File: config.mk
export PLATFORM = sky130hd
export DESIGN_NAME = rls_mul
export DESIGN_NICKNAME = d
export VERILOG_FILES = /design/src/rtl/core/rls_pkg.sv /design/src/rtl/core/rls_mul.sv
export SDC_FILE = /design/constraint.sdc
export NUM_CORES = 2
export LEC_CHECK = 0
export BUFFER_PORTS_ARGS = -buffer_cell sky130_fd_sc_hd__buf_2
export CAP_MARGIN = 25
export CORE_MARGIN = 4
export CORE_UTILIZATION = 50
export DETAILED_ROUTE_END_ITERATION = 10
export GPL_ROUTABILITY_DRIVEN = 1
export GPL_TIMING_DRIVEN = 0
export PLACE_DENSITY = 0.73
export SYNTH_ARGS = -nofsm -noshare
export SYNTH_HDL_FRONTEND = slang
export SYNTH_SLANG_ARGS = --single-unit
File: constraint.sdc
create_clock -name i_clk -period 14.54 [get_ports i_clk]
set_input_delay 2.908 -clock i_clk [delete_from_list [all_inputs] [get_ports i_clk]]
set_output_delay 2.908 -clock i_clk [all_outputs]
set_load 0.1 [all_outputs]
File: src/rtl/core/rls_pkg.sv
// Shared types, constants and helper functions of the two-parameter RLS estimator.
package rls_pkg;

    // Forgetting factor limits and reset value, unsigned Q1.24.
    localparam logic [24:0] LAMBDA_MIN   = 25'd8388608;
    localparam logic [24:0] LAMBDA_MAX   = 25'd16777216;
    localparam logic [24:0] LAMBDA_RESET = 25'd16609443;

    // Steady regressor thresholds: per component magnitude and sum of squares.
    localparam logic [32:0] STEADY_COMP_LIMIT = 33'd16778;
    localparam logic [30:0] STEADY_SQ_LIMIT   = 31'd281474977;

    // Covariance diagonal after restart: 10.0 in Q16.32.
    localparam logic signed [47:0] COV_INIT = 48'sd42949672960;

    // Saturation bounds on magnitudes (negative bound; positive is one less).
    localparam logic [63:0] LIM32 = 64'h0000_0000_8000_0000;
    localparam logic [63:0] LIM48 = 64'h0000_8000_0000_0000;
    localparam logic [63:0] LIM62 = 64'h2000_0000_0000_0000;

    // Numerator width of the serial divider, one quotient bit per cycle.
    localparam int DIV_STEPS = 96;

    // Configuration register indexes.
    localparam logic [1:0] CFG_LAMBDA = 2'd0;
    localparam logic [1:0] CFG_INIT_D = 2'd1;
    localparam logic [1:0] CFG_INIT_K = 2'd2;

    typedef enum logic [1:0] {
        STS_UPDATED = 2'd0,
        STS_INVALID = 2'd1,
        STS_STEADY  = 2'd2,
        STS_RESTART = 2'd3
    } t_status;

    typedef enum logic [1:0] {
        ST_IDLE,
        ST_ISSUE,
        ST_WAIT,
        ST_OUT
    } t_state;

    // Sequencer steps of one update, in execution order.
    typedef enum logic [4:0] {
        SP_U0A, SP_U0B, SP_U1A, SP_U1B,
        SP_W0A, SP_W0B, SP_W1A, SP_W1B,
        SP_DNA, SP_DNB,
        SP_G0, SP_G1,
        SP_KW0, SP_NP0, SP_KW1, SP_NP1,
        SP_KW2, SP_NP2, SP_KW3, SP_NP3,
        SP_PTA, SP_PTB,
        SP_TH0, SP_TH1,
        SP_ESQ
    } t_step;

    // Multiplier control: shift by 32 instead of 24, saturate to 32 instead of 62 bits.
    typedef struct packed {
        logic sh32;
        logic w32;
    } t_mul_ctl;

    // Divider control: numerator shift by 32 instead of 24, saturate to 48 instead of 62 bits.
    typedef struct packed {
        logic sh32;
        logic w48;
    } t_div_ctl;

    function automatic logic signed [31:0] sat32(input logic signed [63:0] x);
        logic signed [31:0] r;
        if (x > 64'sd2147483647) begin
            r = 32'sh7FFF_FFFF;
        end else if (x < -64'sd2147483648) begin
            r = 32'sh8000_0000;
        end else begin
            r = x[31:0];
        end
        return r;
    endfunction

    function automatic logic signed [63:0] ext32(input logic signed [31:0] x);
        return {{32{x[31]}}, x};
    endfunction

    function automatic logic signed [63:0] ext33(input logic signed [32:0] x);
        return {{31{x[32]}}, x};
    endfunction

    function automatic logic signed [63:0] ext48(input logic signed [47:0] x);
        return {{16{x[47]}}, x};
    endfunction

    function automatic logic signed [63:0] ext62(input logic signed [61:0] x);
        return {{2{x[61]}}, x};
    endfunction

endpackage

File: src/rtl/core/rls_mul.sv
// Shared multiply unit: 32x32 partial products, rounding shift and saturation.
module rls_mul (
    input  logic                  i_clk,
    input  logic                  i_rst_n,
    input  logic                  i_start,
    input  logic signed [63:0]    i_a,
    input  logic signed [63:0]    i_b,
    input  rls_pkg::t_mul_ctl     i_ctl,
    output logic                  o_done,
    output logic signed [63:0]    o_res
);
    import rls_pkg::*;

    logic [63:0]  r_ua;
    logic [63:0]  r_ub;
    logic         r_neg;
    t_mul_ctl     r_ctl;
    logic [127:0] r_acc;
    logic [63:0]  r_pp;
    logic [2:0]   r_cnt;
    logic         r_busy;
    logic         r_done;
    logic signed [63:0] r_res;

    logic [31:0]  w_ah;
    logic [31:0]  w_bh;
    logic [63:0]  w_prod;
    logic [1:0]   w_pidx;
    logic [127:0] w_pp_sh;
    logic [127:0] w_shifted;
    logic [63:0]  w_lim;
    logic [63:0]  w_mag;

    // Pick the halves for the current partial product.
    assign w_ah   = r_cnt[1] ? r_ua[63:32] : r_ua[31:0];
    assign w_bh   = r_cnt[0] ? r_ub[63:32] : r_ub[31:0];
    assign w_prod = w_ah * w_bh;
    assign w_pidx = 2'(r_cnt - 3'd1);

    // Align the registered partial product before accumulation.
    always_comb begin
        case (w_pidx)
            2'd0:    w_pp_sh = {64'd0, r_pp};
            2'd3:    w_pp_sh = {r_pp, 64'd0};
            default: w_pp_sh = {32'd0, r_pp, 32'd0};
        endcase
    end

    // Scale down and clamp the rounded magnitude.
    assign w_shifted = r_ctl.sh32 ? (r_acc >> 32) : (r_acc >> 24);
    assign w_lim     = (r_ctl.w32 ? LIM32 : LIM62) - {63'd0, ~r_neg};
    assign w_mag     = (w_shifted > {64'd0, w_lim}) ? w_lim : w_shifted[63:0];

    // Control: busy flag, step counter and done pulse.
    always_ff @(posedge i_clk) begin
        if (!i_rst_n) begin
            r_busy <= 1'b0;
            r_done <= 1'b0;
            r_cnt  <= '0;
        end else begin
            r_done <= 1'b0;
            if (i_start) begin
                r_busy <= 1'b1;
                r_cnt  <= '0;
            end else if (r_busy) begin
                r_cnt <= r_cnt + 3'd1;
                if (r_cnt == 3'd6) begin
                    r_busy <= 1'b0;
                    r_done <= 1'b1;
                end
            end
        end
    end

    // Datapath: operands, partial products, accumulator and result.
    always_ff @(posedge i_clk) begin
        if (i_start) begin
            r_ua  <= i_a[63] ? 64'(-i_a) : 64'(i_a);
            r_ub  <= i_b[63] ? 64'(-i_b) : 64'(i_b);
            r_neg <= i_a[63] ^ i_b[63];
            r_ctl <= i_ctl;
            r_acc <= '0;
        end else if (r_busy) begin
            if (r_cnt <= 3'd3) begin
                r_pp <= w_prod;
            end
            if (r_cnt >= 3'd1 && r_cnt <= 3'd4) begin
                r_acc <= r_acc + w_pp_sh;
            end
            if (r_cnt == 3'd5) begin
                r_acc <= r_acc + (r_ctl.sh32 ? 128'h8000_0000 : 128'h80_0000);
            end
            if (r_cnt == 3'd6) begin
                r_res <= r_neg ? -$signed(w_mag) : $signed(w_mag);
            end
        end
    end

    assign o_done = r_done;
    assign o_res  = r_res;

endmodule

### After elaboration in Yosys (flattened, before gate mapping)

Index checks and enable logic that the tools add are counted.

* muxes and demuxes: 16
* $mul: 1
* order comparisons: 4
* reduce and logical (&&, ||, !) cells: 8
* bitwise logic cells: 5
* equality and inequality tests: 3
* $add $sub $neg: 8

Operators by type and width (count)
* $mux W128: 2
* $pmux W128 S2: 1
* $neg A64 Y64: 3
* $add A128 B128 Y128: 1
* $add A128 B32 Y128: 1
* $mux W64: 2
* $mux W63: 2
* $gt A104 B64 Y1: 1
* $mux W104: 1
* $mux W32: 3
* $mul A32 B32 Y64: 1
* $sub A62 B1 Y63: 1
* $mux W62: 1
* $eq A3 B3 Y1 const B: 2
* $reduce_and A3 Y1: 2
* $mux W1: 4
* $not A1 Y1: 4
* $add A3 B1 Y3 const B: 1
* $ge A3 B1 Y1 const B: 1
* $le A3 B2 Y1 const B: 1
* $le A3 B3 Y1 const B: 1
* $reduce_or A3 Y1: 1
* $eq A2 B2 Y1 const B: 1
* $logic_not A2 Y1: 1
* other kinds (6): 6

* flip-flop bits (word level): 392
* logic and storage cells: 58
* input bits: 133
* output and inout bits: 65

### Longest topological paths before layout

* depth in word-level cells: 6
* depth in mapped cells: 36
* depth with buffers taken out: 32

### Least setup slack after synthesis

OpenSTA, ideal clock, no wires.

* path kind: reg-to-reg
* from: register r_cnt[0]
* to: register r_pp[61], data pin
* setup time: 0.262 ns
* period minus slack after synthesis: 9.712 ns
* setup slack: 4.828 ns
* data arrival time: 9.450 ns
* buffers on the path: 4
* data required time: 14.278 ns
* stages on the path, launching flop included: 33
* path through: dfxtp_1 clkbuf_1 clkbuf_1 clkbuf_1 mux2i_1 clkbuf_1 nor2_1 fa_1 inv_1 fa_1 inv_1 fa_1 fa_1 fa_1 fa_1 fa_1 inv_1 fa_1 inv_1 ha_1 a21o_1 a21o_1 a21o_1 a21o_1 a21o_1 o2bb2ai_1 o41a_1 a41o_1 o41ai_1 o21ai_0 nor2_1 o21bai_1 xor2_1

* word-level cells in the longest chain between the ends: 2

RTL lines
* start, declared: line rls_mul.sv:20 `logic [2:0] r_cnt;`
* start signal, assigned: line rls_mul.sv:66 `r_cnt <= r_cnt + 3'd1;`
* $mux W32: line rls_mul.sv:36 `assign w_bh = r_cnt[0] ? r_ub[63:32] : r_ub[31:0];`
* $mul A32 B32 Y64: line rls_mul.sv:37 `assign w_prod = w_ah * w_bh;`
* net w_prod[61]: line rls_mul.sv:27 `logic [63:0] w_prod;`
* end signal, assigned: line rls_mul.sv:85 `r_pp <= w_prod;`
* end, declared: line rls_mul.sv:19 `logic [63:0] r_pp;`

The timed path passes the listed nets, and every way through them passes these cells.
A chain may end at the register's enable or synchronous reset.

### Final worst setup path

* from: register r_cnt[1]
* to: register r_pp[63], data pin

* word-level cells in the longest chain between the ends: 2

RTL lines
* $mux W32: line rls_mul.sv:35 `assign w_ah = r_cnt[1] ? r_ua[63:32] : r_ua[31:0];`
* $mul A32 B32 Y64: line rls_mul.sv:37
* net w_prod[63]: line rls_mul.sv:27

The timed path passes the listed nets, and every way through them passes these cells.

==> metrics.md <==
| Metric | Value |
|---|---|
| Cell taking the most area after synthesis | fa_1 |
| Drt wl/cell | 28.0 µm |
| Setup_tns | 0 ns |
| Final nets | between 8k and 9k |
| Sequential-to-total area share from yosys stat | 16.9% |
| Synth top area share | 29.2% |
| Synth Flop Type | edfxtp_1 |
| 1st-pass router iterations | 6 |
| Clock Root Buffer | clkbuf_16 |
| CP max stage delay | 1.01 ns |
| Crit path to | r_pp[63]$_DFFE_PP_ |
| Vias in the first global route | 54.7k |
| WL final | approximately 250,000 µm |
| CP Launch Type | flop |
| Gpl congestion | 1.09 |
| Max_slew headroom | 4.74% |
| Via density | 5.97 |
| Finished Layout Cells | 9,039 |
| Postcts setup bufs | 0 |
| CTS max path bufs | 3 |
| Initial Utilization | 50.5% |
| Most used cell, CP | fa_1 |
| Synth area leaders | fa_1 29%, edfxtp_1 13%, ha_1 9.4% |
| Final Cycle Share | ~92% |
| Residual DRC | 0 |
| Worst R2R Path Depth | 32 |
| Fin. Hold Viols | 0 |
| Hold crit path type | reg2reg |
| Num rows | about 130 |
| WP data arrival | 13.77 ns |
| H-tree levels | 2 |
| Total global routing overflow | 0 |
| Final setup fails | 0 |
| Yosys cell types | 81 |
| Pins Over Slew Limit | 0 |
| Largest net degree at the start of global routing | 100 |
| DP HPWL | 213,000 µm |
| Core region area | around 120,000 µm² |
| Critical Path Source | r_cnt[1]$_SDFFE_PP0P_ |
| CP Class | reg2reg |
| CTS Hold Bufs | 0 |
| Max-Cap Viols | 0 |
| Fillers | 11.4k |
| RSZ-0062 raised after global routing | no |
| Area delta synth->final | 9.21% |
| Die Wd | 359 µm |
| CTS resizes | 0 |
| Inst Count DP | 8,944 |
| I/O pins | around 200 |
| Synthesized area per cell | 8.73 µm² |
| Critical path's slowest cell | mux2i_1 |
| CTS Buf Count | 47 |
| Register-to-register setup slack | 1.16 ns |
| CTS tree | yes |
| WP buf/inv | 8 |
| Initial DRC Count | 4,944 |
| Post-synth ARST share | 0% |
| Crit-path leading delay family | adder cells |
| Port Buffer Count | ~200 |
| Worst r2r dst | r_pp[63]$_DFFE_PP_ |
| Initial antenna violation count | 8 |
| Critical R2R Launch | r_cnt[1]$_SDFFE_PP0P_ |
| Peak Freq | 74.7 MHz |
| Cell Area, Synth | about 60,000 µm² |
| Fin Clk Skew | between 0.02 and 0.025 ns |
| Worst Tran Pin Value | ~1.4 ns |
| Clock sinks | 392 |
| Antenna-violating nets left | 0 |
| Synth Warn # | 0 |
| Syn_nets | about 8.6k |
| Worst-path fanout max | 10 |
| Number of cells on the critical path | 32 |
| Status | finished, final reports clean |
| Final Critical Period | 13.38 ns |
| Clock-pin slew on the worst setup and hold paths | 0.06 ns |
| EDFF count, synth | 259 |
| Total GRT Usage | 38.6% |
| Fraction of layout cells with a size suffix above 1 | between 7 and 8% |
| DR vias | approximately 54k |
| Critical Path End Type | flop |
| Post-Syn Instances | between 7k and 8k |
| Clock Latency Late Sink | 0.65 ns |
| DIE HEIGHT | 359 µm |
| Req. time, crit path | 14.93 ns |
| Seq cells post-synth | about 390 |
| Die area | 129,000 µm² |
| First-pass GRT wire length | 365,000 µm |
==> cells in the final DEF (no fill, tap or decap), drive strengths merged, types with 20 or more instances in the layout <==
| cell | instances |
|---|---|
| xor2 | 71 |
| buf | 298 |
| ha | 462 |
| o31ai | 66 |
| nand2b | 29 |
| o21bai | 49 |
| a21o | 156 |
| fa | 897 |
| nor2 | 774 |
| o41ai | 22 |
| dfxtp | 133 |
| edfxtp | 259 |
| inv | 1033 |
| or3 | 36 |
| nor2b | 26 |
| mux2 | 103 |
| nor3 | 62 |
| xnor2 | 258 |
| nand2 | 885 |
| and2 | 76 |
| nor4 | 30 |
| a22o | 69 |
| nand3 | 65 |
| mux2i | 99 |
| a31oi | 24 |
| clkinv | 20 |
| a21oi | 379 |
| o21a | 23 |
| or2 | 21 |
| or4 | 31 |
| o21ai | 269 |
| clkbuf | 384 |
| and3 | 21 |
| nand4 | 83 |
==> tightest hold or removal path, delay by kind of cell (launching register included) <==
family / cells / cell delay (ns)
flip-flops: 1 / 0.31
AO/OA/AOI/OAI: 1 / 0.05
AND/OR/NAND/NOR: 1 / 0.05
==> layer usage <==
layer / global-route usage [%] / wire length (µm) / vias up
li1: - / - / 23700
met1: 45.7 / 92400 / 26300
met2: 60.8 / 112000 / 2992
met3: 8.91 / 23400 / 903
met4: 30.0 / 25500 / 0
met5: 0 / 0 / -
==> flip-flops by register name, summed over array words and instances, names as in the netlist <==
name / count
r_ua: 64
r_cnt: 3
r_ctl: 2
r_busy: 1
o_done: 1
r_neg: 1
r_pp: 64
r_ub: 64
o_res: 64
r_acc: 128
==> cell families (layout without fill, tap and decap cells) <==
| family | after synthesis | after routing | synth area share [%] |
|---|---|---|---|
| flops | 392 | 392 | 16.9 |
| other cells | 0 | 4 | 0 |
| compound gates | 1209 | 1209 | 12.5 |
| xor+xnor | 329 | 329 | 4.68 |
| buf+inv | 1394 | 1746 | 8.49 |
| simple gates | 2173 | 2173 | 15.4 |
| mux | 202 | 202 | 3.49 |
| fa+ha+maj | 1359 | 1359 | 38.5 |
==> cell type report <==
cell class	instances	area [µm²]	area share, %
clock buffer	51	1200	1.79
buffer	363	1360	2.03
clock inverter	33	365	0.543
tap	1625	2030	3.02
inverter	1031	3870	5.75
sequential	392	10400	15.5
multi-input combinational	5272	46000	68.4
timing repair buffer	268	1950	2.90
antenna	4	10.0	0.0149
==> Yosys cell counts, types with 22 or more instances <==
| cell | instances |
|---|---|
| nor3_1 | 62 |
| nor2_1 | 774 |
| nor2b_1 | 26 |
| or3_1 | 32 |
| o41ai_1 | 22 |
| edfxtp_1 | 259 |
| a31oi_1 | 24 |
| clkbuf_1 | 333 |
| fa_1 | 897 |
| a21o_1 | 156 |
| o21ai_0 | 268 |
| nand4_1 | 83 |
| nand3_1 | 65 |
| ha_1 | 462 |
| inv_1 | 1031 |
| mux2_2 | 103 |
| o21a_1 | 23 |
| xnor2_1 | 258 |
| nand2b_1 | 28 |
| nor4_1 | 29 |
| o31ai_1 | 63 |
| a21oi_1 | 379 |
| nand2_1 | 885 |
| buf_1 | 30 |
| and2_1 | 76 |
| xor2_1 | 71 |
| dfxtp_1 | 133 |
| or4_1 | 27 |
| a22o_1 | 69 |
| mux2i_1 | 99 |
| o21bai_1 | 49 |
==> metrics by stage <==
step / worst slack (ns) / area [µm²] / util (%) / hold slack [ns]
after floorplan: 4.83 / 61600 / - / 0.436
after CTS: 1.54 / 67200 / 55.0 / 0.461
final: 1.16 / 67300 / 55.1 / 0.462
after global placement: 1.42 / 64600 / 52.9 / 0.444
after detailed placement: 1.62 / 65600 / 53.7 / 0.451
after global routing: 0.986 / 67300 / 55.1 / 0.485
==> how the worst min path moves through the flow <==
stage,start,to,depth (start not counted)
2_1_floorplan,r_acc[10]$_SDFFE_PP0P_,r_acc[10]$_SDFFE_PP0P_,2
3_3_place_gp,r_acc[10]$_SDFFE_PP0P_,r_acc[10]$_SDFFE_PP0P_,2
3_5_place_dp,r_acc[4]$_SDFFE_PP0P_,r_acc[4]$_SDFFE_PP0P_,2
4_1_cts,r_acc[4]$_SDFFE_PP0P_,r_acc[4]$_SDFFE_PP0P_,2
5_1_grt,r_acc[8]$_SDFFE_PP0P_,r_acc[8]$_SDFFE_PP0P_,2
6_report,r_acc[21]$_SDFFE_PP0P_,r_acc[21]$_SDFFE_PP0P_,2
Power is left out: the tool's default activity adds up to more than one toggle a clock period on the data nets, which glitch-free logic cannot reach.
