$ cat src/rtl/core/rls_pkg.sv
// Shared types, constants and helper functions of the two-parameter RLS estimator.
package rls_pkg;

    // Forgetting factor limits and reset value, unsigned Q1.24.
    localparam logic [24:0] LAMBDA_MIN   = 25'd8388608;
    localparam logic [24:0] LAMBDA_MAX   = 25'd16777216;
    localparam logic [24:0] LAMBDA_RESET = 25'd16609443;

    // Steady regressor thresholds: per component magnitude and sum of squares.
    localparam logic [32:0] STEADY_COMP_LIMIT = 33'd16778;
    localparam logic [30:0] STEADY_SQ_LIMIT   = 31'd281474977;

    // Covariance diagonal after restart: 10.0 in Q16.32.
    localparam logic signed [47:0] COV_INIT = 48'sd42949672960;

    // Saturation bounds on magnitudes (negative bound; positive is one less).
    localparam logic [63:0] LIM32 = 64'h0000_0000_8000_0000;
    localparam logic [63:0] LIM48 = 64'h0000_8000_0000_0000;
    localparam logic [63:0] LIM62 = 64'h2000_0000_0000_0000;

    // Numerator width of the serial divider, one quotient bit per cycle.
    localparam int DIV_STEPS = 96;

    // Configuration register indexes.
    localparam logic [1:0] CFG_LAMBDA = 2'd0;
    localparam logic [1:0] CFG_INIT_D = 2'd1;
    localparam logic [1:0] CFG_INIT_K = 2'd2;

    typedef enum logic [1:0] {
        STS_UPDATED = 2'd0,
        STS_INVALID = 2'd1,
        STS_STEADY  = 2'd2,
        STS_RESTART = 2'd3
    } t_status;

    typedef enum logic [1:0] {
        ST_IDLE,
        ST_ISSUE,
        ST_WAIT,
        ST_OUT
    } t_state;

    // Sequencer steps of one update, in execution order.
    typedef enum logic [4:0] {
        SP_U0A, SP_U0B, SP_U1A, SP_U1B,
        SP_W0A, SP_W0B, SP_W1A, SP_W1B,
        SP_DNA, SP_DNB,
        SP_G0, SP_G1,
        SP_KW0, SP_NP0, SP_KW1, SP_NP1,
        SP_KW2, SP_NP2, SP_KW3, SP_NP3,
        SP_PTA, SP_PTB,
        SP_TH0, SP_TH1,
        SP_ESQ
    } t_step;

    // Multiplier control: shift by 32 instead of 24, saturate to 32 instead of 62 bits.
    typedef struct packed {
        logic sh32;
        logic w32;
    } t_mul_ctl;

    // Divider control: numerator shift by 32 instead of 24, saturate to 48 instead of 62 bits.
    typedef struct packed {
        logic sh32;
        logic w48;
    } t_div_ctl;

    function automatic logic signed [31:0] sat32(input logic signed [63:0] x);
        logic signed [31:0] r;
        if (x > 64'sd2147483647) begin
            r = 32'sh7FFF_FFFF;
        end else if (x < -64'sd2147483648) begin
            r = 32'sh8000_0000;
        end else begin
            r = x[31:0];
        end
        return r;
    endfunction

    function automatic logic signed [63:0] ext32(input logic signed [31:0] x);
        return {{32{x[31]}}, x};
    endfunction

    function automatic logic signed [63:0] ext33(input logic signed [32:0] x);
        return {{31{x[32]}}, x};
    endfunction

    function automatic logic signed [63:0] ext48(input logic signed [47:0] x);
        return {{16{x[47]}}, x};
    endfunction

    function automatic logic signed [63:0] ext62(input logic signed [61:0] x);
        return {{2{x[61]}}, x};
    endfunction

endpackage

$ cat src/rtl/core/rls_div.sv
// Restoring bit-serial divider with a pre-shifted numerator and saturated quotient.
module rls_div (
    input  logic                  i_clk,
    input  logic                  i_rst_n,
    input  logic                  i_start,
    input  logic signed [63:0]    i_x,
    input  logic [63:0]           i_d,
    input  rls_pkg::t_div_ctl     i_ctl,
    output logic                  o_done,
    output logic signed [63:0]    o_q
);
    import rls_pkg::*;

    localparam int CNT_W = $clog2(DIV_STEPS + 1);

    logic [DIV_STEPS-1:0] r_num;
    logic [63:0]          r_rem;
    logic [63:0]          r_d;
    logic                 r_neg;
    t_div_ctl             r_ctl;
    logic [CNT_W-1:0]     r_cnt;
    logic                 r_busy;
    logic                 r_done;
    logic signed [63:0]   r_q;

    logic [63:0]          w_mag;
    logic [DIV_STEPS-1:0] w_num;
    logic [64:0]          w_trial;
    logic [64:0]          w_diff;
    logic                 w_ge;
    logic [63:0]          w_lim;
    logic [63:0]          w_qmag;

    // Magnitude of the dividend, scaled by 2^32 or 2^24.
    assign w_mag = i_x[63] ? 64'(-i_x) : 64'(i_x);
    assign w_num = i_ctl.sh32 ? DIV_STEPS'({w_mag, 32'd0}) : DIV_STEPS'({w_mag, 24'd0});

    // One compare and subtract per cycle.
    assign w_trial = {r_rem, r_num[DIV_STEPS-1]};
    assign w_diff  = w_trial - {1'b0, r_d};
    assign w_ge    = (w_trial >= {1'b0, r_d});

    // Final clamp of the quotient magnitude.
    assign w_lim  = (r_ctl.w48 ? LIM48 : LIM62) - {63'd0, ~r_neg};
    assign w_qmag = (r_num > DIV_STEPS'(w_lim)) ? w_lim : r_num[63:0];

    // Control: step counter and done pulse.
    always_ff @(posedge i_clk) begin
        if (!i_rst_n) begin
            r_busy <= 1'b0;
            r_done <= 1'b0;
            r_cnt  <= '0;
        end else begin
            r_done <= 1'b0;
            if (i_start) begin
                r_busy <= 1'b1;
                r_cnt  <= '0;
            end else if (r_busy) begin
                r_cnt <= r_cnt + 1'b1;
                if (r_cnt == CNT_W'(DIV_STEPS)) begin
                    r_busy <= 1'b0;
                    r_done <= 1'b1;
                end
            end
        end
    end

    // Datapath: partial remainder and quotient shift register.
    always_ff @(posedge i_clk) begin
        if (i_start) begin
            r_num <= w_num;
            r_rem <= '0;
            r_d   <= i_d;
            r_neg <= i_x[63];
            r_ctl <= i_ctl;
        end else if (r_busy) begin
            if (r_cnt < CNT_W'(DIV_STEPS)) begin
                r_rem <= w_ge ? w_diff[63:0] : w_trial[63:0];
                r_num <= {r_num[DIV_STEPS-2:0], w_ge};
            end else begin
                r_q <= r_neg ? -$signed(w_qmag) : $signed(w_qmag);
            end
        end
    end

    assign o_done = r_done;
    assign o_q    = r_q;

endmodule

$ cat config.mk
export PLATFORM = sky130hd
export DESIGN_NAME = rls_div
export DESIGN_NICKNAME = d
export VERILOG_FILES = /design/src/rtl/core/rls_pkg.sv /design/src/rtl/core/rls_div.sv
export SDC_FILE = /design/constraint.sdc
export NUM_CORES = 1
export LEC_CHECK = 0
export BUFFER_PORTS_ARGS = -buffer_cell sky130_fd_sc_hd__buf_4
export CAP_MARGIN = 0
export CORE_ASPECT_RATIO = 1.75
export CORE_UTILIZATION = 38
export CTS_CLUSTER_DIAMETER = 200
export DETAILED_ROUTE_END_ITERATION = 10
export GPL_ROUTABILITY_DRIVEN = 0
export SLEW_MARGIN = 10
export SYNTH_ARGS = -nofsm -noshare
export SYNTH_HDL_FRONTEND = slang
export SYNTH_SLANG_ARGS = --single-unit
$ cat constraint.sdc
create_clock -name i_clk -period 14.3 [get_ports i_clk]
set_clock_uncertainty 0.05 [all_clocks]
set_input_delay 2.145 -clock i_clk [delete_from_list [all_inputs] [get_ports i_clk]]
set_output_delay 2.145 -clock i_clk [all_outputs]
set_load 0.005 [all_outputs]
# ---- Yosys cells after proc, flatten, opt, wreduce, memory -nomap -nowiden
# Cells that the tools add are included.
dict set report totals {
  wordCells 43
  output_inout_bits 65
  reg_bits 299
}
dict set report classes {
  eq_ne 1
  mux 13
  n_lt_le_gt_ge 3
  reduce_logical 7
  n_bitwise 5
  n_addsub 5
}
# operator n
set op_table {}
lappend op_table {{2-to-1 mux 96 bit} 4}
lappend op_table {{2-to-1 mux 64 bit} 4}
lappend op_table {{negator 64 bit} 2}
lappend op_table {{> comparator 96 x 64 -> 1 bit} 1}
lappend op_table {{greater-or-equal comparator 65 x 64 -> 1 bit} 1}
lappend op_table {{subtractor 64 bit} 1}
lappend op_table {{subtractor 62 x 1 -> 63 bit} 1}
lappend op_table {{2-to-1 mux 62 bit} 1}
lappend op_table {{adder 7 x 1 -> 7 bit, second input constant} 1}
lappend op_table {{== test 7 bit, second input constant} 1}
lappend op_table {{< comparator 7 bit, second input constant} 1}
lappend op_table {{inverter 1 bit} 5}
lappend op_table {{2-to-1 mux 1 bit} 4}
lappend op_table {{AND reduction 2 bit} 2}
lappend op_table {{nonzero test 2 bit} 2}
lappend op_table {{AND reduction 3 bit} 1}
lappend op_table {{OR reduction 3 bit} 1}
lappend op_table {{OR reduction 2 bit} 1}

# ---- Depth between registers and ports, before layout
# Gate-level depths: netlist of the first run.
dict set report logic_depth {
  ltp_word 6
  depth_mapped 29
}

# ---- Least setup slack after synthesis of the first run
# Ideal clock, no wire load.
dict set report synth_timing {
  kind {reg-to-reg}
  start {register r_neg}
  end {register r_q[60], in the netlist o_q[60] (data pin)}
  slack_ns 6.964
  n_path_buf 4
  path_stages_with_launch 28
  setup_ns 0.270
  arrival_time_ns 7.016
  required_ns 13.980
  path_cell_list {edfxtp_1 -> inv_2 -> clkbuf_1 -> clkbuf_1 -> ha_1 -> inv_1 -> ha_1 -> nand2_1 -> or4_4 -> nor4_4 -> nand4_1 -> o31a_1 -> nor2_1 -> clkbuf_1 -> clkbuf_1 -> nor2_1 -> a21o_1 -> inv_1 -> ha_1 -> nand2b_1 -> nor2_1 -> nand2_1 -> or4_1 -> or2_2 -> o2bb2ai_2 -> nand3_1 -> o41ai_1 -> o311ai_1}
}
dict set report synth_via {
  elab_chain_cells 6
}
# element line_no
set synth_rtl {}
lappend synth_rtl {{start: declaration} rls_div.sv:19} ;# logic r_neg;
lappend synth_rtl {{start signal: assignment} rls_div.sv:74} ;# r_neg <= i_x[63];
lappend synth_rtl {{inverter 1 bit *} rls_div.sv:44} ;# assign w_lim = (r_ctl.w48 ? LIM48 : LIM62) - {63'd0, ~r_neg};
lappend synth_rtl {{subtractor 62 x 1 -> 63 bit *} rls_div.sv:44}
lappend synth_rtl {{> comparator 96 x 64 -> 1 bit} rls_div.sv:45} ;# assign w_qmag = (r_num > DIV_STEPS'(w_lim)) ? w_lim : r_num[63:0];
lappend synth_rtl {{2-to-1 mux 64 bit *} rls_div.sv:45}
lappend synth_rtl {{via w_qmag[0]} rls_div.sv:32} ;# logic [63:0] w_qmag;
lappend synth_rtl {{negator 64 bit *} rls_div.sv:81} ;# r_q <= r_neg ? -$signed(w_qmag) : $signed(w_qmag);
lappend synth_rtl {{2-to-1 mux 64 bit *} rls_div.sv:81}
lappend synth_rtl {{end signal: assignment} rls_div.sv:81}
lappend synth_rtl {{end: declaration} rls_div.sv:24} ;# logic signed [63:0] r_q;
# Mark *: on every way through the listed nets, which the timed path passes. The rest lies on a longest branch.
# A chain may end at the register's enable or synchronous reset.

# ---- Worst setup path in the final report of the first run
dict set report layout_timing {
  start {register r_neg}
  end {register r_q[44], in the netlist o_q[44] (data pin)}
}
# The elaborated chain is that of the path after synthesis.

==> results of run 1 <==
-- logic make-up (layout without fill, tap and decap cells) --
family                     Yosys count  in the layout  synth area share [%]
xor gates and xnor gates           134            134                  5.72
DFF                                299            299                  40.2
AOI/OAI and AO/OA                  639            639                  19.7
adders and majority gates          133            133                  8.15
buffers and inverters              224            387                  4.28
and+or+nand+nor                    669            669                  16.1
muxes                              117            117                  5.92
-- registers in the layout, summed over array words and instances, names as in the netlist --
name / count
r_d: 64
o_q: 64
r_neg: 1
o_done: 1
r_cnt: 7
r_rem: 64
r_ctl: 1
r_busy: 1
r_num: 96
-- power by group through the flow --
stage | logic [W] | registers (W) | clock network (W)
after global placement | 0.000364 | 0.00108 | 0
after detailed placement | 0.000376 | 0.00108 | 0
after CTS | 0.000378 | 0.00107 | 0.000877
final | 0.000379 | 0.00107 | 0.000850
after floorplan | 0.000254 | 0.00105 | 0
after global routing | 0.000422 | 0.00107 | 0.000907
-- routing by layer --
layer,vias up,GRT usage (%),part of all wire [%]
met5,-,0,0.029
met4,4,17.2,8.3
met3,245,2.89,4.5
met2,604,43.4,54
met1,8264,21.5,34
li1,8508,-,-
-- area by class of cell --
type | count | area (µm²) | area share, %
clock buffers | 37 | 858 | 3.63
inverters | 120 | 452 | 1.91
clock inverters | 20 | 210 | 0.890
flip-flops and latches | 299 | 8250 | 34.9
well taps | 684 | 856 | 3.62
repair buffers | 210 | 1580 | 6.69
multi-input cells | 1692 | 11400 | 48.4
-- how the worst min path moves through the flow --
stage	start	cells past startpoint	slack, ps	endpoint
2_1_floorplan	r_rem[48]	2	400	r_rem[48]
3_3_place_gp	r_rem[19]	2	420	r_rem[19]
3_5_place_dp	r_rem[13]	2	420	r_rem[13]
4_1_cts	r_rem[19]	2	430	r_rem[19]
5_1_grt	r_rem[13]	2	450	r_rem[13]
6_report	r_rem[19]	2	430	r_rem[19]
-- layout by cell type, fill, tap and decap left out, types with 16 or more instances in the layout --
| master | synthesis | layout |
|---|---|---|
| o22ai_1 | 22 | 22 |
| nor2_1 | 130 | 128 |
| o31ai_1 | 31 | 31 |
| ha_1 | 132 | 132 |
| edfxtp_1 | 226 | 226 |
| inv_1 | 119 | 118 |
| a211oi_1 | 18 | 18 |
| nand2_1 | 236 | 235 |
| o211ai_1 | 27 | 27 |
| a21o_1 | 39 | 39 |
| a21oi_1 | 176 | 174 |
| nor4_1 | 26 | 26 |
| buf_4 | 6 | 209 |
| or3_1 | 27 | 27 |
| nor2b_1 | 30 | 30 |
| mux2i_1 | 83 | 83 |
| mux2_2 | 34 | 34 |
| nor3_1 | 48 | 48 |
| dfxtp_1 | 73 | 73 |
| xor2_1 | 68 | 68 |
| o21bai_1 | 16 | 16 |
| clkbuf_16 | 0 | 31 |
| nand3_1 | 50 | 50 |
| xnor2_1 | 66 | 66 |
| a31oi_1 | 19 | 19 |
| nand4_1 | 28 | 28 |
| o21ai_0 | 171 | 171 |
-- critical path, stage by stage (launching register included) --
cell and delay, ps:
edfxtp_1 400, inv_2 640, ha_1 290, inv_1 260, ha_1 410, nand4_1 100
or4_4 440, nor4_4 330, nand4_1 180, o31a_1 220, nor2_4 110, buf_4 470
nor2_1 110, a21o_1 200, inv_1 60, ha_1 280, nand2b_1 100, nor2_1 100
nand2_1 110, or3_1 400, or3_1 370, nor4_1 820, and4_1 320, a21oi_1 70
nor2_1 120, a21oi_1 50
-- stage by stage --
| step | hold WS (ps) | cells |
|---|---|---|
| 2_1_floorplan | 400 | 2215 |
| 3_3_place_gp | 415 | 3005 |
| 3_5_place_dp | 425 | 3005 |
| 4_1_cts | 434 | 3062 |
| 5_1_grt | 453 | 3062 |
| 6_report | 432 | 3062 |
==> flow_summary.ini, run 1 <==
[sta]
worst_pin_slew_ps = 1100
finalCritPeriodShare_pct = 51.3
fmax_ghz = 0.136
fin_tns_setup_ps = 0
drv_slew = 0
grt_setup_unrepaired = false
fin_ws_ps = 6960
slew_headroom_pct = 26.2
post-route-min-period_ps = 7340
setup_viol = 0
finalHoldViolations = 0

[critical_path]
cp-startpoint = r_neg
crit_path_end = o_q[44]
cp.required_ps = 14550
endpoint_kind = register
rr_worst_depth = 25
cp_max_fo = 56
path_class = reg2reg
cp-start-kind = register
r2r-end = o_q[44]
arrival_ps = 7590
regToRegSetupSlack_ps = 6960
r2r_start = r_neg

[pwr]
powerDensity_nw_per_um2 = 97.2
p_seq_share_pct = 46.5
p_comb_share_pct = 16.5
swShare_pct = 28.8
power_w = 0.00230
clock_power_share_pct = 37.0
ir_worst_vdd_v = 0.0000907
p_int_w = 0.00163
p_leak_nw = 9.24
p_switching_w = 0.000662

[cts]
cts_hold_buf = 0
post_cts_buffers = 0
clk_latency_ps = 590
cts_inserted_buffers = 31
ctsRootBufferMaster = clkbuf_16
ctsHtreeMaxLevel = 1
clk_pin_slew_worst_paths_ps = 70
cts.sinks = 299
cts_tree = done
cts_resized = 0
cts.path.max_buffers = 3

[placed_design]
io_buffer_count = 197
placed_area_um2 = 22600
dp_slack_ps = 7050
dp_hpwl_um = 47400

[synthesis]
netlist_instances = 2215
synth_edf_count = 226
synth_top_area_cell = edfxtp_1
synth.most_common_cell = nand2_1
syn_avg_cell_area_um2 = 9.26
ys_warn_count = 0
synth_top_area_share_pct = 33.1
async_reset_ff_share_pct = 0
ys_ff_latch = 299
netlist_area_um2 = 20500
yosysSeqAreaShare_pct = 40.2
ys.flop_type = edfxtp_1
synthTopCellsByCount = nand2_1 (236), edfxtp_1 (226), a21oi_1 (176)
ys_types = 87
synthTopCellsByArea = edfxtp_1 (33%), ha_1 (8.1%), dfxtp_1 (7.1%), nand2_1 (4.3%), a21oi_1 (4.3%)
synth_nets = 2481

[drt]
drc_errors = 0
drtIter0Drc = 1123
wl_um = 62800
dr.pass1.iters = 5
vias = 17600
detail_route.wl_per_cell_um = 20.5
via_per_inst = 5.76
ant_nets = 0

[cells_and_area]
antennaDiodeCount = 0
layout.nets = 2620
utilization_pct = 44.4
drive_gt1_share_pct = 14.7
design_area_um2 = 23600
syn2layout_area_growth_pct = 15.2
n_fill_cell = 5138

[outcome]
outcome = completed

[hold_path]
holdCritPathClass = reg2reg

[global_routing]
grt_overflow = 0
grt_pass1_wl_um = 96200
first_global_vias = 17800
antenna_found_initial = 3
track_usage_pct = 22.6
grt_max_degree = 96

[floorplanning]
dieHeight_um = 309
fp.coreArea_um2 = 53300
ios = 198
die_area_um2 = 54900
start_util_pct = 38.5
fp-row-count = 112
die_w_um = 178

[job]
drv_cap = 0
(Power assumes the default switching activity.)
==> run 2, diff against run 1 <==
clock period = 6.3 ns   (was 14.3 ns; I/O delays follow)
==> run 2 against run 1 <==
Against the previous run:
- maximum frequency grew 28%
- non-clock buffer count is 7 higher
- cell count is 0.26% higher
- largest cell class unchanged
==> flow_summary.ini, run 2 (synthesis results as in run 1) <==
[outcome]
outcome = completed

[global_routing]
track_usage_pct = 22.9
first_global_vias = 18100
antenna_found_initial = 1
grt_overflow = 0
grt_pass1_wl_um = 97800
grt_max_degree = 96

[critical_path]
path_buf_inv = 4
regToRegSetupSlack_ps = 580
cp_common_cell = ha_4
cp.required_ps = 6560
cp-start-kind = register
cpMaxStageDelayCell = or4_4
endpoint_kind = register
path_cells = inv_2 -> ha_4 -> clkinvlp_4 -> ha_4 -> nand2_1 -> or4_4 -> nor4_4 -> nand4b_1 -> a31oi_2 -> nor2_4 -> buf_4 -> a21o_1 -> inv_2 -> ha_4 -> nand2b_1 -> nor2_1 -> nand2_1 -> or3_1 -> or3_4 -> nor4_4 -> and4_1 -> a21oi_1 -> nor2_1 -> a21oi_1
critPathMaxStageDelay_ps = 500
cp_top_family = simple AND/OR/NAND/NOR gates
path_class = reg2reg
cp_max_fo = 18
arrival_ps = 5990

[cts]
post_cts_buffers = 0
cts_inserted_buffers = 31
cts.sinks = 299
ctsRootBufferMaster = clkbuf_16
clk_pin_slew_worst_paths_ps = 70
cts_tree = done
cts.path.max_buffers = 3
cts_hold_buf = 0
cts_resized = 0
clk_latency_ps = 590
ctsHtreeMaxLevel = 1

[floorplanning]
dieHeight_um = 309
fp.coreArea_um2 = 53300
die_w_um = 178
start_util_pct = 38.5
die_area_um2 = 54900
ios = 198
fp-row-count = 112

[cells_and_area]
top_register = r_num
regArea_um2 = 8250
drive_gt1_share_pct = 15.5
final_common_cell = nand2_1
antennaDiodeCount = 0
syn2layout_area_growth_pct = 16.2
multi_input_area_um2 = 11600
layout.nets = 2627
n_fill_cell = 5173
largest_reg_flops = 96
utilization_pct = 44.8
final_cell_mix = nand2_1 (235), edfxtp_1 (226), buf_4 (214)
stdcell_count = 3070

[placed_design]
dp_hpwl_um = 48000
place_inst = 3012
io_buffer_count = 197

[drt]
ant_nets = 0
via_per_inst = 5.78
dr.pass1.iters = 5
wl_met3_um = 2440
drtIter0Drc = 1141
detail_route.wl_per_cell_um = 20.8
vias = 17700
drc_errors = 0
wl_met2_um = 34100
m1WireLength_um = 22100
highest-signal-layer = met5
wl_um = 63700

[sta]
worst_pin_slew_ps = 1220
finalCritPeriodShare_pct = 90.8
worst_hold_slack_ps = 435
drv_slew = 0
fmax_ghz = 0.175
post-route-min-period_ps = 5720
finalHoldViolations = 0
slew_headroom_pct = 17.4
fin_tns_setup_ps = 0
setup_viol = 0
grt_setup_unrepaired = false

[pwr]
power_w = 0.00521
powerDensity_nw_per_um2 = 218
ir_worst_vdd_v = 0.000204
p_leak_nw = 9.27

[job]
drv_cap = 0

[hold_path]
holdCritPathClass = reg2reg
-- run 2: cell count changes in the layout (fill, tap and decap cells not counted), sizes merged --
cell | previous run | this run
clkinv | 12 | 13
clkbuf | 37 | 31
bufinv | 3 | 4
buf | 210 | 217
clkinvlp | 3 | 8
-- run 2: area by class of cell --
class / instances / share of cell area, %
inverters: 120 / 1.92
repair buffers: 217 / 6.95
well taps: 684 / 3.59
clock inverters: 27 / 1.11
clock buffers: 31 / 3.25
flip-flops and latches: 299 / 34.6
multi-input cells: 1692 / 48.6
-- run 2: tightest hold or removal path: cells and delay by family (launching register included) --
family	cells	cell delay (ps)
compound gates	1	60
flops	1	320
simple gates	1	50
-- run 2: final timing paths --
check,end,from,cells after the start
worst max register to register,o_q[44],r_neg,24
worst max-delay path,o_q[44],r_neg,24
worst min register to register,r_rem[42],r_rem[42],2
worst min-delay path,r_rem[42],r_rem[42],2
-- run 2: power by group --
group          total [W]  switching, W  internal, W
registers        0.00243      0.000163      0.00227
clock network    0.00190      0.000834      0.00107
logic           0.000879      0.000522     0.000357
total            0.00521       0.00152      0.00369
-- run 2: per-layer routing --
metal,track usage [%],vias to the layer above
li1,-,8499
met4,17.2,2
met5,0,-
met2,43.7,600
met3,2.39,244
met1,22.4,8388
-- run 2: stage by stage --
step	worst slack [ps]	cell area, µm²
after CTS	644	23800
after detailed placement	674	22800
after floorplan	3.68	20700
final	577	23800
after global routing	299	23800
after global placement	764	22800
==> run 3, diff against run 2 <==
CORE_UTILIZATION = 35   (was 38)
GPL_TIMING_DRIVEN = 0   (was not set)
SLEW_MARGIN = 20   (was 10)
==> run 3 against run 2 <==
Against the previous run:
- die area up 8.5%
- cell count up 6.5%
- hold slack worse by 3.7 ps
- critical path depth up 2
- first-iteration DRC count up 19%
- sequential power about the same
- count of clock-buffer cells in the layout up 6
- maximum frequency down 6.4%
- sequential share of layout area down 1.1 points
- final area up 3.4%
- largest cell class unchanged
- register-to-register slack worse by 390 ps
- worst setup slack worse by 390 ps
- highest routed layer unchanged
- critical path type unchanged
==> flow_summary.ini, run 3 (synthesis results as in run 1) <==
[sta]
finalHoldViolations = 0
drv_slew = 0
setup_viol = 0
slew_headroom_pct = 29.1
finalCritPeriodShare_pct = 97.1
post-route-min-period_ps = 6120
fin_tns_setup_ps = 0
worst_pin_slew_ps = 1060
fmax_ghz = 0.164
fin_ws_ps = 184

[cells_and_area]
antennaDiodeCount = 0
largest_reg_flops = 96
design_area_um2 = 24600
n_fill_cell = 5807
drive_gt1_share_pct = 16.3
syn2layout_area_growth_pct = 20.1
final_cell_mix = nand2_1 (235), buf_4 (231), edfxtp_1 (226)
layout.nets = 2741
top_register = r_num
utilization_pct = 42.4
final_common_cell = nand2_1

[pwr]
p_switching_w = 0.00155
p_seq_share_pct = 45.0
p_int_w = 0.00383
p_comb_share_pct = 17.6
power_w = 0.00538
ir_worst_vdd_v = 0.000220
powerDensity_nw_per_um2 = 218
clock_power_share_pct = 37.4
swShare_pct = 28.8
p_leak_nw = 9.60

[hold_path]
min_from = r_rem[8]
holdCritPathClass = reg2reg
hold_depth = 2
hold_end = r_rem[8]

[floorplanning]
fp.coreArea_um2 = 58100
dieHeight_um = 322
die_area_um2 = 59600
die_w_um = 185
ios = 198
start_util_pct = 35.3
fp-row-count = 117

[critical_path]
rr_worst_depth = 26
r2r_start = r_neg
regToRegSetupSlack_ps = 180
cp_max_fo = 14
endpoint_kind = register
cp.required_ps = 6570
cpMaxStageDelayCell = or4_4
critPathMaxStageDelay_ps = 510
cp_common_cell = ha_4
r2r-end = o_q[24]
cp-start-kind = register
path_class = reg2reg
arrival_ps = 6390

[global_routing]
antenna_found_initial = 2
first_global_vias = 19000
grt_overflow = 0
grt_pass1_wl_um = 106000
grt_max_degree = 85
track_usage_pct = 23.1

[placed_design]
io_buffer_count = 197
dp_slack_ps = -760
dp_hpwl_um = 53500
placed_area_um2 = 23300

[drt]
drtIter0Drc = 1355
ant_nets = 0
dr.pass1.iters = 5
drc_errors = 0
vias = 18600
wl_um = 69400
detail_route.wl_per_cell_um = 21.2
via_per_inst = 5.69

[cts]
ctsRootBufferMaster = clkbuf_16
cts_tree = done
ctsHtreeMaxLevel = 1
cts.path.max_buffers = 3
cts_hold_buf = 0
clk_pin_slew_worst_paths_ps = 60
clk_latency_ps = 590
cts.sinks = 299
cts_inserted_buffers = 31

[outcome]
outcome = completed

[job]
drv_cap = 0
[run 3: power groups by stage]
stage                     Sequential, W  Combinational (W)  Clock [W]
after floorplan                 0.00238           0.000590          0
after global placement          0.00246           0.000877          0
after detailed placement        0.00246           0.000915          0
after CTS                       0.00242           0.000926    0.00208
after global routing            0.00243            0.00104    0.00213
final                           0.00242           0.000946    0.00201
[run 3: how the worst max path moves through the flow]
stage          slack (ps)      end  cells after the start  start
4_1_cts                 2  o_q[32]                     28  r_neg
3_3_place_gp        -1370  o_q[56]                     24  r_neg
3_5_place_dp         -760  o_q[38]                     25  r_neg
2_1_floorplan           4  o_q[44]                     28  r_neg
5_1_grt                -3  o_q[44]                     27  r_neg
6_report              180  o_q[24]                     26  r_neg
[run 3: critical path: cells and delay by family (launching register included)]
kind | cells | cell delay (ps)
buffers and inverters | 5 | 810
flip-flops | 1 | 500
AO/OA/AOI/OAI | 4 | 770
adder cells (fa/ha/maj) | 3 | 680
AND/OR/NAND/NOR | 14 | 3030
[run 3: routing by layer]
metal / GRT usage (%) / share of wire [%]
met5: 0 / 0.013
met4: 16.5 / 7.6
met3: 2.37 / 4.7
met2: 44.4 / 54
met1: 22.7 / 34
[run 3: layout make-up]
cell class,count,area [µm²],share of cell area (%)
Tap cell,773,967,3.93
Multi-Input combinational cell,1692,11600,47.1
Clock buffer,37,830,3.37
Clock inverter,19,269,1.09
Sequential cell,299,8250,33.5
Timing Repair Buffer,229,1800,7.30
Buffer,102,453,1.84
Inverter,120,464,1.88
[run 3: what timing repair did]
action,4_1_cts,5_1_grt
endpoints found under the setup margin,25,22
pin swaps,3,11
buffers inserted,10,17
hold endpoints to repair,0,0
gates cloned,0,0
gates resized for setup,7,17
[run 3: through the flow]
stage          hold WS, ps  instances
2_1_floorplan          400       2215
5_1_grt                444       3271
3_5_place_dp           425       3190
6_report               432       3271
4_1_cts                427       3256
3_3_place_gp           418       3185
